<file path="src/rtl/dbd_pkg.sv">
package dbd_pkg;

	localparam int DayW   = 5;
	localparam int MonthW = 4;
	localparam int YearW  = 14;
	localparam int CountW = 22;
	localparam int SerialW = 23;
	localparam int StepW  = 4;
	localparam int MulAW  = 14;
	localparam int MulBW  = 13;
	localparam int ProdW  = MulAW + MulBW;
	localparam int QuoW   = 8;
	localparam int RecipShift = 19;
	localparam int InDataW  = 48;
	localparam int OutDataW = 24;

	localparam logic [MulBW-1:0] DaysPerYear = MulBW'(365);
	localparam logic [MulBW-1:0] Recip100    = MulBW'(5243);
	localparam logic [MulBW-1:0] Hundred     = MulBW'(100);

	typedef logic [StepW-1:0] step_t;

	typedef enum logic [3:0] {
		OP_NOP,
		OP_LOAD,
		OP_MUL,
		OP_QSET,
		OP_LEAP,
		OP_ACC_YEAR,
		OP_SUB_Q,
		OP_ADD_Q,
		OP_MONTH,
		OP_SAVE,
		OP_DONE
	} op_t;

	typedef enum logic [1:0] {
		MA_Y,
		MA_P,
		MA_P4,
		MA_Q
	} mula_t;

	typedef enum logic [1:0] {
		MB_365,
		MB_RECIP,
		MB_100
	} mulb_t;

	typedef enum logic [1:0] {
		JC_NONE,
		JC_ALWAYS,
		JC_YEAR_ZERO,
		JC_END_SEL
	} cond_t;

	typedef struct packed {
		op_t   op;
		mula_t mul_a;
		mulb_t mul_b;
		cond_t cond;
		step_t target;
	} ctrl_t;

	typedef struct packed {
		logic  load;
		logic  run;
		ctrl_t word;
	} seq_ctl_t;

	typedef struct packed {
		logic year_zero;
		logic end_sel;
		logic out_free;
	} dp_stat_t;

	localparam step_t StepMonth = StepW'(11);
	localparam step_t StepDone  = StepW'(13);
	localparam step_t StepLoad  = StepW'(0);

	// Microprogram: run once for the start date, once for the end date.
	function automatic ctrl_t rom_word(input step_t step);
		ctrl_t w;
		w = '{op: OP_NOP, mul_a: MA_Y, mul_b: MB_365, cond: JC_NONE, target: StepLoad};
		case (step)
			4'd0:  w.op = OP_LOAD;
			4'd1:  begin w.op = OP_MUL; w.mul_a = MA_Y;  w.mul_b = MB_RECIP; end
			4'd2:  w.op = OP_QSET;
			4'd3:  begin w.op = OP_MUL; w.mul_a = MA_Q;  w.mul_b = MB_100; end
			4'd4:  begin w.op = OP_LEAP; w.cond = JC_YEAR_ZERO; w.target = StepMonth; end
			4'd5:  begin w.op = OP_MUL; w.mul_a = MA_Y;  w.mul_b = MB_365; end
			4'd6:  w.op = OP_ACC_YEAR;
			4'd7:  begin w.op = OP_MUL; w.mul_a = MA_P;  w.mul_b = MB_RECIP; end
			4'd8:  w.op = OP_SUB_Q;
			4'd9:  begin w.op = OP_MUL; w.mul_a = MA_P4; w.mul_b = MB_RECIP; end
			4'd10: w.op = OP_ADD_Q;
			4'd11: begin w.op = OP_MONTH; w.cond = JC_END_SEL; w.target = StepDone; end
			4'd12: begin w.op = OP_SAVE; w.cond = JC_ALWAYS; w.target = StepLoad; end
			default: w.op = OP_DONE;
		endcase
		return w;
	endfunction

	// Days in months before month m of a common year; months past 12 add 31, 30 and 31 days in turn.
	function automatic logic [8:0] month_offset(input logic [MonthW-1:0] m);
		logic [8:0] r;
		case (m)
			4'd0, 4'd1: r = 9'd0;
			4'd2:  r = 9'd31;
			4'd3:  r = 9'd59;
			4'd4:  r = 9'd90;
			4'd5:  r = 9'd120;
			4'd6:  r = 9'd151;
			4'd7:  r = 9'd181;
			4'd8:  r = 9'd212;
			4'd9:  r = 9'd243;
			4'd10: r = 9'd273;
			4'd11: r = 9'd304;
			4'd12: r = 9'd334;
			4'd13: r = 9'd365;
			4'd14: r = 9'd395;
			default: r = 9'd426;
		endcase
		return r;
	endfunction

endpackage

</file>
<file path="src/rtl/days_between_dates_unit.sv">
// Channel  | Beat fields (tdata, lowest bit up)
// s_axis   | start_day[4:0] start_month[8:5] start_year[22:9]
//          | end_day[27:23] end_month[31:28] end_year[45:32], zero [47:46]
// m_axis   | day_count[21:0] order_error[22], zero [23]
//
// Each date runs through the microprogram on one shared 14x13 multiplier: 13 steps
// for the start date and 12 for the end date, 6 fewer for a date in year 0; then the
// done step loads the result and raises m_axis_tvalid. The sequencer takes one item
// at a time; s_axis_tready is high while it is idle, so the next beat can be accepted
// in the cycle after the result loads.
// The result sits in an output register, so the next beat is accepted while
// m_axis stalls; a finished item waits in its last step until that register frees.
// arst_n clears the sequencer and the output valid flag.
module days_between_dates_unit (
	input  logic                                clk,
	input  logic                                arst_n,
	input  logic                                s_axis_tvalid,
	output logic                                s_axis_tready,
	input  logic [dbd_pkg::InDataW-1:0]         s_axis_tdata,  // start d,m,y then end d,m,y
	output logic                                m_axis_tvalid,
	input  logic                                m_axis_tready,
	output logic [dbd_pkg::OutDataW-1:0]        m_axis_tdata   // day_count, order_error
);
	import dbd_pkg::*;

	seq_ctl_t          ctl;
	dp_stat_t          stat;
	logic              idle;
	logic              start;
	logic [CountW-1:0] day_count;
	logic              order_error;

	assign s_axis_tready = idle;
	assign start = s_axis_tvalid && idle;

	dbd_seq u_seq (
		.clk    (clk),
		.arst_n (arst_n),
		.start  (start),
		.stat   (stat),
		.idle   (idle),
		.ctl    (ctl)
	);

	dbd_dp u_dp (
		.clk         (clk),
		.arst_n      (arst_n),
		.ctl         (ctl),
		.in_data     (s_axis_tdata),
		.out_ready   (m_axis_tready),
		.stat        (stat),
		.out_valid   (m_axis_tvalid),
		.day_count   (day_count),
		.order_error (order_error)
	);

	assign m_axis_tdata = {1'b0, order_error, day_count};

endmodule

</file>
<file path="src/rtl/dbd_seq.sv">
module dbd_seq (
	input  logic               clk,
	input  logic               arst_n,
	input  logic               start,
	input  dbd_pkg::dp_stat_t  stat,
	output logic               idle,
	output dbd_pkg::seq_ctl_t  ctl
);
	import dbd_pkg::*;

	logic  busy_q;
	step_t step_q;
	ctrl_t word;
	logic  take_jump;

	assign word = rom_word(step_q);
	assign idle = !busy_q;

	always_comb begin
		case (word.cond)
			JC_ALWAYS:    take_jump = 1'b1;
			JC_YEAR_ZERO: take_jump = stat.year_zero;
			JC_END_SEL:   take_jump = stat.end_sel;
			default:      take_jump = 1'b0;
		endcase
	end

	always_comb begin
		ctl.load = start;
		ctl.run  = busy_q;
		ctl.word = word;
	end

	always_ff @(posedge clk or negedge arst_n) begin
		if (!arst_n) begin
			busy_q <= 1'b0;
			step_q <= StepLoad;
		end else if (!busy_q) begin
			if (start) begin
				busy_q <= 1'b1;
				step_q <= StepLoad;
			end
		end else if (word.op == OP_DONE) begin
			// hold here until the output register can take the result
			if (stat.out_free) begin
				busy_q <= 1'b0;
			end
		end else if (take_jump) begin
			step_q <= word.target;
		end else begin
			step_q <= step_q + StepW'(1);
		end
	end

endmodule

</file>
<file path="src/rtl/dbd_dp.sv">
module dbd_dp (
	input  logic                           clk,
	input  logic                           arst_n,
	input  dbd_pkg::seq_ctl_t              ctl,
	input  logic [dbd_pkg::InDataW-1:0]    in_data,
	input  logic                           out_ready,
	output dbd_pkg::dp_stat_t              stat,
	output logic                           out_valid,
	output logic [dbd_pkg::CountW-1:0]     day_count,
	output logic                           order_error
);
	import dbd_pkg::*;

	logic [DayW-1:0]    sd_q, ed_q;
	logic [MonthW-1:0]  sm_q, em_q;
	logic [YearW-1:0]   sy_q, ey_q;
	logic               sel_q;
	logic [YearW-1:0]   y_q;
	logic [QuoW-1:0]    q_q;
	logic               leap_q;
	logic [ProdW-1:0]   prod_q;
	logic [SerialW-1:0] acc_q, start_q;
	logic               out_valid_q;
	logic [CountW-1:0]  count_q;
	logic               err_q;

	logic [YearW-1:0]   p;
	logic [MulAW-1:0]   mul_a;
	logic [MulBW-1:0]   mul_b;
	logic [QuoW-1:0]    quo;
	logic [DayW-1:0]    cur_d;
	logic [MonthW-1:0]  cur_m;
	logic               month_leap;
	logic [SerialW-1:0] diff;
	logic               out_free;
	logic               run_done;

	assign p     = y_q - YearW'(1);
	assign quo   = prod_q[RecipShift +: QuoW];
	assign cur_d = sel_q ? ed_q : sd_q;
	assign cur_m = sel_q ? em_q : sm_q;
	assign month_leap = leap_q && (cur_m > MonthW'(2));
	assign diff  = acc_q - start_q;
	assign out_free = !out_valid_q || out_ready;
	assign run_done = ctl.run && (ctl.word.op == OP_DONE) && out_free;

	always_comb begin
		case (ctl.word.mul_a)
			MA_P:    mul_a = p;
			MA_P4:   mul_a = MulAW'(p >> 2);
			MA_Q:    mul_a = MulAW'(q_q);
			default: mul_a = y_q;
		endcase
		case (ctl.word.mul_b)
			MB_RECIP: mul_b = Recip100;
			MB_100:   mul_b = Hundred;
			default:  mul_b = DaysPerYear;
		endcase
	end

	always_comb begin
		stat.year_zero = (y_q == '0);
		stat.end_sel   = sel_q;
		stat.out_free  = out_free;
	end

	always_ff @(posedge clk) begin
		if (ctl.load) begin
			sd_q <= in_data[4:0];
			sm_q <= in_data[8:5];
			sy_q <= in_data[22:9];
			ed_q <= in_data[27:23];
			em_q <= in_data[31:28];
			ey_q <= in_data[45:32];
			sel_q <= 1'b0;
		end else if (ctl.run) begin
			case (ctl.word.op)
				OP_LOAD: begin
					y_q   <= sel_q ? ey_q : sy_q;
					acc_q <= '0;
				end
				OP_MUL:  prod_q <= mul_a * mul_b;
				OP_QSET: q_q <= quo;
				OP_LEAP: begin
					// divisible by 4, and not by 100 unless by 400
					leap_q <= (y_q[1:0] == 2'b00) &&
						((prod_q != ProdW'(y_q)) || (q_q[1:0] == 2'b00));
				end
				OP_ACC_YEAR: acc_q <= SerialW'(prod_q) + SerialW'(p >> 2) + SerialW'(1);
				OP_SUB_Q:    acc_q <= acc_q - SerialW'(quo);
				OP_ADD_Q:    acc_q <= acc_q + SerialW'(quo);
				OP_MONTH: begin
					acc_q <= acc_q + SerialW'(month_offset(cur_m)) +
						SerialW'(month_leap) + SerialW'(cur_d);
				end
				OP_SAVE: begin
					start_q <= acc_q;
					sel_q   <= 1'b1;
				end
				default: ;
			endcase
		end
	end

	always_ff @(posedge clk or negedge arst_n) begin
		if (!arst_n) begin
			out_valid_q <= 1'b0;
		end else if (run_done) begin
			out_valid_q <= 1'b1;
		end else if (out_ready) begin
			out_valid_q <= 1'b0;
		end
	end

	always_ff @(posedge clk) begin
		if (run_done) begin
			if (acc_q < start_q) begin
				count_q <= '0;
				err_q   <= 1'b1;
			end else begin
				// saturate at the top of the count field
				count_q <= diff[SerialW-1] ? '1 : diff[CountW-1:0];
				err_q   <= 1'b0;
			end
		end
	end

	assign out_valid   = out_valid_q;
	assign day_count   = count_q;
	assign order_error = err_q;

endmodule
</file>
<file path="config.mk">
export PLATFORM = sky130hd
export DESIGN_NAME = days_between_dates_unit
export DESIGN_NICKNAME = d
export VERILOG_FILES = /design/src/rtl/dbd_pkg.sv /design/src/rtl/days_between_dates_unit.sv /design/src/rtl/dbd_seq.sv /design/src/rtl/dbd_dp.sv
export SDC_FILE = /design/constraint.sdc
export NUM_CORES = 1
export LEC_CHECK = 0
export BUFFER_PORTS_ARGS = -buffer_cell sky130_fd_sc_hd__buf_4
export CAP_MARGIN = 20
export CELL_PAD_IN_SITES_DETAIL_PLACEMENT = 1
export CELL_PAD_IN_SITES_GLOBAL_PLACEMENT = 1
export CORE_MARGIN = 2
export CORE_UTILIZATION = 50
export CTS_CLUSTER_SIZE = 12
export DETAILED_ROUTE_END_ITERATION = 12
export GPL_TIMING_DRIVEN = 1
export PLACE_DENSITY = 0.89
export SYNTH_ARGS = -nofsm -noshare
export SYNTH_HDL_FRONTEND = slang
export SYNTH_SLANG_ARGS = --single-unit
</file>
<file path="constraint.sdc">
create_clock -name clk -period 13.3 [get_ports clk]
set_input_delay 1.33 -clock clk [delete_from_list [all_inputs] [get_ports clk]]
set_output_delay 1.33 -clock clk [all_outputs]
set_load 0.01 [all_outputs]
</file>
==> results.py, run 1 <==
metrics = {
    "run_status": {
        "status": "complete, no violations",
    },
    "placement": {
        "place_congestion": 0.898,
        "place_hpwl_um": 36300,
        "io_buffers": 74,
    },
    "clock_network": {
        "clockBufferDepth": 2,
        "clkSinkCount": 172,
        "cts_resized": 0,
        "path_clk_slew_ps": 80,
        "cts-hold-fix-buffers": 0,
        "clk-insertion-delay-late_ps": 450,
        "htreeDepth": 4,
        "postCtsSetupBuffers": 0,
        "clock-root-buffer": "clkbuf_16",
        "cts_made_buffers": 17,
        "cts_tree": "yes",
    },
    "sta": {
        "setup_tns_ps": 0,
        "slew_violations": 0,
        "rsz0062_at_grt": "no",
        "fin_crit_sh_pct": 68.9,
        "fmax_mhz": 109,
        "hold_viol": 0,
        "period_minus_slack_ps": 9160,
        "setup_viol": 0,
        "finalClockSkew_ps": 11.9,
        "relSlewSlack_pct": 22.4,
        "worstMarginPinSlew_ps": 1160,
    },
    "setup_path": {
        "critPathMaxStageDelay_ps": 750,
        "critPathKind": "flop to flop",
        "worstSetupEndpointType": "flop",
        "crit_path_start_kind": "flop",
        "cp_slowest_cell": "a21oi_1",
        "cp.arrival_ps": 9360,
        "cp_common_cell": "inv_1",
        "crit_buf_inv": 6,
        "r2r_start": "u_seq.step_q[0]",
        "critPathMaxFanout": 14,
        "crit_family": "adder cells",
        "setup.worst_path.start": "u_seq.step_q[0]",
        "required_ps": 13500,
    },
    "cells_and_area": {
        "drive_gt1_share_pct": 9.49,
        "syn_to_final_growth_pct": 9.78,
        "final_nets": 2036,
        "diodes": 0,
    },
    "grt": {
        "grt_pass1_vias": 14200,
        "grt_pass1_wl_um": 76000,
        "grt_max_degree": 50,
        "grt_antenna_before_repair": 0,
        "grt_usage_pct": 29.0,
        "grt_overflow": 0,
    },
    "die": {
        "dieWidth_um": 184,
        "start_util_pct": 51.0,
        "rows": 65,
        "dieArea_sq_um": 33800,
        "num_io_pins": 78,
        "dieHeight_um": 184,
        "core_area_sq_um": 31700,
    },
    "synth": {
        "synthFlopType": "edfxtp_1",
        "yosysSeqAreaShare_pct": 31.7,
        "synth_cells": 1643,
        "syn-num-nets": 1974,
        "yosys_warnings": 0,
        "ys_ff_latch": 172,
        "synth_area_sq_um": 16200,
        "synth_edf_count": 165,
        "async_reset_ff_share_pct": 3.49,
        "syn_avg_cell_area_sq_um": 9.84,
        "synth.distinct_cells": 81,
    },
    "job": {
        "cap_violations": 0,
    },
    "worst_hold_path": {
        "hold_path_class": "flop to flop",
        "hp-start": "u_dp.prod_q[26]",
    },
    "drt": {
        "wl_per_cell_um": 22.3,
        "ant_nets": 0,
        "wl_um": 47300,
        "vias": 12800,
        "via_per_inst": 6.05,
        "drt_pass1_iterations": 5,
        "drc": 0,
        "drt_iter0_drc": 723,
    },
}
-- flip-flops by register name, summed over array words and instances, names as in the netlist, 5 cells and up --
| register | flops |
|---|---|
| u_dp.y_q | 14 |
| u_dp.sd_q | 5 |
| u_dp.ed_q | 5 |
| u_dp.ey_q | 14 |
| u_dp.prod_q | 27 |
| u_dp.sy_q | 14 |
| u_dp.start_q | 23 |
| u_dp.acc_q | 23 |
| u_dp.q_q | 8 |
| u_dp.day_count | 22 |
-- metal layers --
layer | vias to the layer above | global-route usage (%) | wire (um)
li1 | 5880 | - | -
met1 | 6487 | 33.5 | 18700
met2 | 365 | 54.9 | 25200
met3 | 99 | 3.29 | 1970
met4 | 0 | 10.5 | 1410
met5 | - | 0 | 0
-- cell usage after synthesis (all sizes together) (8+ instances only) --
cell    number  share of area [%]
mux2        21                1.5
nor4        14               0.58
mux2i        8               0.50
and2        18               0.70
nor3        34                1.1
buf         10               0.30
nand3       23               0.71
o221ai       8               0.47
o21a        16               0.74
clkbuf      34               0.79
edfxtp     165                 31
nand4       10               0.39
a21oi       92                2.9
nand2       87                2.0
nor2b       26                1.0
a21o        28                1.3
nand2b      30                1.2
fa          93                 12
nor2       136                3.2
a31oi       13               0.60
xnor2       72                3.9
a211oi      14               0.65
xor2        65                3.5
ha         186                 14
and3        14               0.54
a22oi       19               0.88
inv        211                4.9
o21ai       83                2.6
-- stage by stage --
stage	area (sq um)	utilization (%)	setup WS [ps]	instances	hold WS, ps
detailed placement	17200	54.1	4350	2087	484
finish	17700	56.0	4140	2120	506
global route	17700	56.0	3760	2120	523
global placement	17200	54.1	4740	2087	491
floorplan	16200	-	6200	1643	424
CTS	17700	55.9	4340	2119	513
-- cell usage in the layout, fill, tap and decap left out, types with 16 or more instances in the layout --
cell type    n
inv_1      211
ha_1       186
edfxtp_1   165
nor2_1     136
fa_1        93
a21oi_1     91
nand2_1     87
buf_4       86
o21ai_0     78
xnor2_1     72
xor2_1      65
nor3_1      32
nand2b_1    30
a21o_1      28
nor2b_1     25
nand3_1     23
mux2_2      21
a22oi_1     19
clkbuf_16   17
and2_1      16
o21a_1      16
-- cell families (layout without fill, tap and decap cells) --
group                      Yosys count  after routing  synth area share (%)
muxes                               29             29                  1.96
buffers and inverters              255            330                  5.99
adders and majority gates          279            279                  25.9
and+or+nand+nor                    424            424                  12.8
DFF                                172            172                  31.7
xor gates and xnor gates           137            137                  7.42
AOI/OAI and AO/OA                  346            346                  14.2
other                                1              1                0.0232
-- layout make-up --
cell class                      instances  area (sq um)
Inverter                              211           792
Fill cell                            3513         14000
Tap cell                              402           503
Clock buffer                           17           425
Multi-Input combinational cell       1216         10100
Sequential cell                       172          5120
Clock inverter                         15           149
Timing Repair Buffer                   87           657
-- path summary, 6_finish.rpt --
path | to | cells past startpoint | slack [ps]
hold / removal | u_dp.q_q[7] | 0 | 510
hold reg to reg | u_dp.q_q[7] | 0 | 510
min in group asynchronous | u_seq.step_q[1] | 1 | 670
setup / recovery | u_dp.prod_q[20] | 26 | 4140
setup reg to reg | u_dp.prod_q[20] | 26 | 4140
max in group asynchronous | u_seq.step_q[2] | 1 | 12510
-- worst register-to-register path: stages, from the launching register on --
cell and delay, ps:
dfrtp_1 450, ha_1 500, nand2b_1 490, nor2_1 440, a21oi_1 140, inv_1 140, ha_1 520, inv_1 430
a21oi_1 750, fa_1 520, inv_1 110, fa_1 450, inv_1 100, fa_1 420, inv_1 120, fa_1 460
fa_1 550, inv_1 50, ha_1 360, and3_1 190, a21oi_1 180, nand3_1 190, a31oi_1 560, o21ai_0 310
a21o_1 240, a21oi_1 160, xnor2_1 80
Power of run 1 is left out: the tool's default activity adds up to more than one toggle a clock period on the data nets, which glitch-free logic cannot reach.
==> inputs of run 2 (changes only) <==
- ABC_AREA: not set -> 1
- CORE_UTILIZATION: 50 -> 44
- PLACE_DENSITY: 0.89 -> 0.86
- clock period: 13.3 -> 7.75 ns (I/O delays scaled with it)
==> results.py, run 2 <==
metrics = {
    "run_status": {
        "status": "complete, no violations",
    },
    "cells_and_area": {
        "multi_input_area_sq_um": 10500,
        "drive_gt1_share_pct": 9.26,
        "largest_register_ffs": 27,
        "regMostFlops": "u_dp.prod_q",
        "diodes": 0,
        "syn_to_final_growth_pct": 10.7,
        "layout_commonest_cell": "nand2_1",
        "top_regs": "u_dp.prod_q (27), u_dp.acc_q (23), u_dp.start_q (23)",
        "fillers": 4794,
        "finish.utilization_pct": 49.2,
        "final_cell_mix": "nand2_1 (441), inv_1 (360), ha_1 (186)",
        "final_nets": 2522,
        "seq_area_sq_um": 5120,
    },
    "synth": {
        "synth_top_family_by_area": "adder cells",
        "synthSimpleGateAreaFrac_pct": 22.2,
        "syn-num-nets": 2437,
        "synth_area_sq_um": 17200,
        "synth_compound_area_share_pct": 10.2,
        "synth.area.top_cells": "edfxtp_1 (29%), ha_1 (14%), fa_1 (11%), nand2_1 (9.7%), inv_1 (7.9%)",
        "synth_top_area_share_pct": 28.9,
        "yosysSeqAreaShare_pct": 29.9,
        "synth_cells": 2106,
        "synth.distinct_cells": 60,
        "synth_edf_count": 165,
        "synth_common_cells": "nand2_1 (441), inv_1 (360), ha_1 (186)",
        "synthMuxAreaShare_pct": 0.0584,
        "yosys_warnings": 0,
        "async_reset_ff_share_pct": 3.49,
        "post-synth-top-area-cell": "edfxtp_1",
        "ys_ff_latch": 172,
        "syn_avg_cell_area_sq_um": 8.14,
        "synth-xor-area-share_pct": 3.98,
        "synthFlopType": "edfxtp_1",
        "synthAdderAreaFrac_pct": 24.4,
        "synth.most_common_cell": "nand2_1",
    },
    "drt": {
        "top_layer": "met4",
        "drc": 0,
        "wl_met2_um": 26900,
        "wl_um": 53800,
        "met3WireLength_um": 2100,
        "wl_per_cell_um": 19.8,
        "drt_iter0_drc": 899,
        "wl_met1_um": 22800,
        "drt_pass1_iterations": 5,
        "ant_nets": 0,
        "via_per_inst": 5.56,
        "vias": 15100,
    },
    "setup_path": {
        "critPathKind": "flop to flop",
        "worstSetupEndpointType": "flop",
        "required_ps": 7940,
        "critPathMaxStageDelay_ps": 580,
        "cp_common_cell": "inv_1",
        "cp_slowest_cell": "fa_1",
        "cp.arrival_ps": 7230,
        "critPathMaxFanout": 14,
        "crit_path_start_kind": "flop",
    },
    "grt": {
        "grt_antenna_before_repair": 0,
        "grt_pass1_wl_um": 86900,
        "grt_usage_pct": 27.0,
        "grt_pass1_vias": 16400,
        "grt_max_degree": 48,
        "grt_overflow": 0,
    },
    "die": {
        "num_io_pins": 78,
        "rows": 72,
        "dieWidth_um": 201,
        "core_area_sq_um": 38600,
        "dieArea_sq_um": 40600,
        "start_util_pct": 44.5,
        "dieHeight_um": 201,
    },
    "sta": {
        "slew_violations": 0,
        "relSlewSlack_pct": 37.0,
        "fmax_mhz": 142,
        "setup_tns_ps": 0,
        "rsz0062_at_grt": "no",
        "setup_viol": 0,
        "hold_viol": 0,
        "hold_slack_ps": 124,
        "fin_crit_sh_pct": 90.8,
        "period_minus_slack_ps": 7040,
        "finalClockSkew_ps": 11.6,
        "worstMarginPinSlew_ps": 935,
    },
    "placement": {
        "place_hpwl_um": 44900,
        "place_congestion": 0.949,
        "io_buffers": 74,
    },
    "clock_network": {
        "clkSinkCount": 172,
        "clock-root-buffer": "clkbuf_16",
        "cts_tree": "yes",
        "clk-insertion-delay-late_ps": 450,
        "clockBufferDepth": 2,
        "postCtsSetupBuffers": 0,
        "cts_resized": 0,
        "htreeDepth": 4,
        "path_clk_slew_ps": 80,
        "cts-hold-fix-buffers": 0,
        "cts_made_buffers": 17,
    },
    "worst_hold_path": {
        "hold_path_class": "input pin to async pin",
    },
    "job": {
        "cap_violations": 0,
    },
}
-- run 2: worst max-delay path: cells and delay by family, from the launching register on --
kind                       cells  cell delay (ps)
and+or+nand+nor                4              880
adders and majority gates      8             3430
DFF                            1              400
buffers and inverters          8             1070
AOI/OAI and AO/OA              5              830
xor gates and xnor gates       1              170
-- run 2: final timing paths --
| check | slack [ps] | depth (start not counted) | from | to |
|---|---|---|---|---|
| max | 710 | 26 | u_seq.step_q[0] | u_dp.prod_q[19] |
| min | 120 | 1 | arst_n | u_seq.step_q[1] |
| max reg2reg | 710 | 26 | u_seq.step_q[0] | u_dp.prod_q[19] |
| min reg2reg | 520 | 2 | u_dp.sy_q[4] | u_dp.y_q[4] |
| max in group asynchronous | 7500 | 1 | arst_n | u_seq.busy_q |
| min in group clk | 500 | 1 | s_axis_tdata[42] | u_dp.ey_q[10] |
-- run 2: cells by family after synthesis --
family,after synthesis
AOI/OAI and AO/OA,307
other,1
and+or+nand+nor,867
adders and majority gates,279
xor gates and xnor gates,78
DFF,172
muxes,1
buffers and inverters,401
-- run 2: per-stage QoR --
stage	setup WS (ps)	area, sq um	cells
4_1_cts	705	18900	2717
3_3_place_gp	1000	18300	2685
3_5_place_dp	737	18300	2685
2_1_floorplan	1290	17200	2106
5_1_grt	350	19000	2722
6_report	711	19000	2722
-- run 2: layout make-up --
cell class	instances	share of cell area (%)
multi-input cells	1533	55.2
flip-flops and latches	172	27.0
inverters	379	7.53
repair buffers	88	3.59
well taps	518	3.41
clock buffers	17	2.24
clock inverters	15	1.02
-- run 2: layer usage --
metal | vias to the layer above | global-route usage (%)
met1 | 7470 | 33.6
met5 | - | 0
met3 | 137 | 3.03
met4 | 0 | 11.0
met2 | 410 | 47.8
li1 | 7115 | -
Power of run 2 is left out for the same reason.
==> inputs of run 3 (changes only) <==
- CORE_UTILIZATION: 44 -> 50
- PLACE_DENSITY: 0.86 -> 0.92
- REMOVE_ABC_BUFFERS: not set -> 1
- clock period: 7.75 -> 9.1 ns (I/O delays scaled with it)
==> results.py, run 3 (same netlist as run 2, synthesis figures left out) <==
metrics = {
    "sta": {
        "worstMarginPinSlew_ps": 1070,
        "fin_crit_sh_pct": 85.9,
        "fmax_mhz": 128,
        "setup_tns_ps": 0,
        "relSlewSlack_pct": 28.7,
        "period_minus_slack_ps": 7820,
        "slew_violations": 0,
        "rsz0062_at_grt": "no",
        "hold_viol": 0,
        "setup_viol": 0,
        "finalClockSkew_ps": 19.5,
    },
    "drt": {
        "wl_per_cell_um": 23.1,
        "drc": 0,
        "ant_nets": 0,
        "drt_pass1_iterations": 6,
        "drt_iter0_drc": 1488,
        "vias": 15900,
        "wl_um": 61100,
        "via_per_inst": 6.02,
    },
    "die": {
        "dieWidth_um": 189,
        "start_util_pct": 51.0,
        "core_area_sq_um": 33600,
        "dieArea_sq_um": 35800,
        "num_io_pins": 78,
        "dieHeight_um": 189,
        "rows": 67,
    },
    "cells_and_area": {
        "drive_gt1_share_pct": 8.92,
        "diodes": 0,
        "layout_commonest_cell": "nand2_1",
        "largest_register_ffs": 27,
        "final_cell_mix": "nand2_1 (441), inv_1 (360), ha_1 (186)",
        "top_regs": "u_dp.prod_q (27), u_dp.acc_q (23), u_dp.start_q (23)",
        "fillers": 4050,
        "post-route-cell-area_sq_um": 18900,
        "regMostFlops": "u_dp.prod_q",
        "syn_to_final_growth_pct": 10.0,
        "final_nets": 2515,
    },
    "clock_network": {
        "cts_made_buffers": 17,
        "path_clk_slew_ps": 80,
        "cts_tree": "yes",
        "clockBufferDepth": 2,
        "cts_resized": 0,
        "clock-root-buffer": "clkbuf_16",
        "clkSinkCount": 172,
        "postCtsSetupBuffers": 0,
        "clk-insertion-delay-late_ps": 480,
        "htreeDepth": 4,
        "cts-hold-fix-buffers": 0,
    },
    "placement": {
        "place_congestion": 0.938,
        "dpl_cell_area_sq_um": 18200,
        "place_hpwl_um": 45800,
        "io_buffers": 74,
    },
    "grt": {
        "grt_max_degree": 48,
        "grt_overflow": 0,
        "grt_antenna_before_repair": 0,
        "grt_usage_pct": 34.7,
        "use_met1_pct": 40.5,
        "top_usage_layer": "met2",
        "grt_pass1_vias": 17300,
        "met3_usage_pct": 5.91,
        "met2_usage_pct": 61.9,
        "grt_pass1_wl_um": 95800,
    },
    "setup_path": {
        "required_ps": 9310,
        "cp_common_cell": "inv_1",
        "critPathMaxFanout": 14,
        "cp_slowest_cell": "fa_1",
        "crit_path_start_kind": "flop",
        "critPathKind": "flop to flop",
        "critPathMaxStageDelay_ps": 560,
        "cp.arrival_ps": 8030,
        "worstSetupEndpointType": "flop",
    },
    "run_status": {
        "status": "complete, no violations",
    },
    "job": {
        "cap_violations": 0,
    },
    "worst_hold_path": {
        "hold_path_class": "input pin to async pin",
    },
}
==> run 3: metal layers <==
| metal | part of all wire [%] | vias up |
|---|---|---|
| li1 | - | 7076 |
| met1 | 38 | 7871 |
| met2 | 50 | 726 |
| met3 | 6.3 | 253 |
| met4 | 4.9 | 0 |
| met5 | 0 | - |
==> run 3: through the flow <==
step	instances	util, %	hold slack (ps)	setup slack (ps)
2_1_floorplan	2084	-	451	2630
3_5_place_dp	2611	54.1	504	1560
5_1_grt	2645	56.1	232	1030
6_report	2645	56.1	241	1280
3_3_place_gp	2610	54.1	493	2040
4_1_cts	2643	56.0	226	1420
==> run 3: final cells by class <==
| type | count | area (sq um) | area share [%] |
|---|---|---|---|
| clock buffer | 18 | 429 | 2.27 |
| clock inverter | 14 | 211 | 1.12 |
| inverter | 379 | 1430 | 7.58 |
| multi-input combinational | 1533 | 10500 | 55.6 |
| sequential | 172 | 5120 | 27.2 |
| tap | 448 | 561 | 2.97 |
| timing repair buffer | 81 | 626 | 3.32 |
==> run 3: final timing paths <==
kind	start	to	slack [ps]	cells after the start
min	arst_n	u_dp.out_valid	240	1
max reg2reg	u_seq.step_q[0]	u_dp.prod_q[19]	1280	26
min in group clk	u_dp.sy_q[13]	u_dp.y_q[13]	540	2
max in group asynchronous	arst_n	u_seq.step_q[3]	8730	1
min reg2reg	u_dp.sy_q[13]	u_dp.y_q[13]	540	2
max	u_seq.step_q[0]	u_dp.prod_q[19]	1280	26
==> run 3: critical path: cells and delay by family (launching register included) <==
kind | cells | cell delay (ps)
adder cells (fa/ha/maj) | 8 | 3770
buffers and inverters | 8 | 1260
AND/OR/NAND/NOR | 4 | 1030
AO/OA/AOI/OAI | 5 | 910
flip-flops | 1 | 400
XOR/XNOR | 1 | 160
Power of run 3 is left out for the same reason.
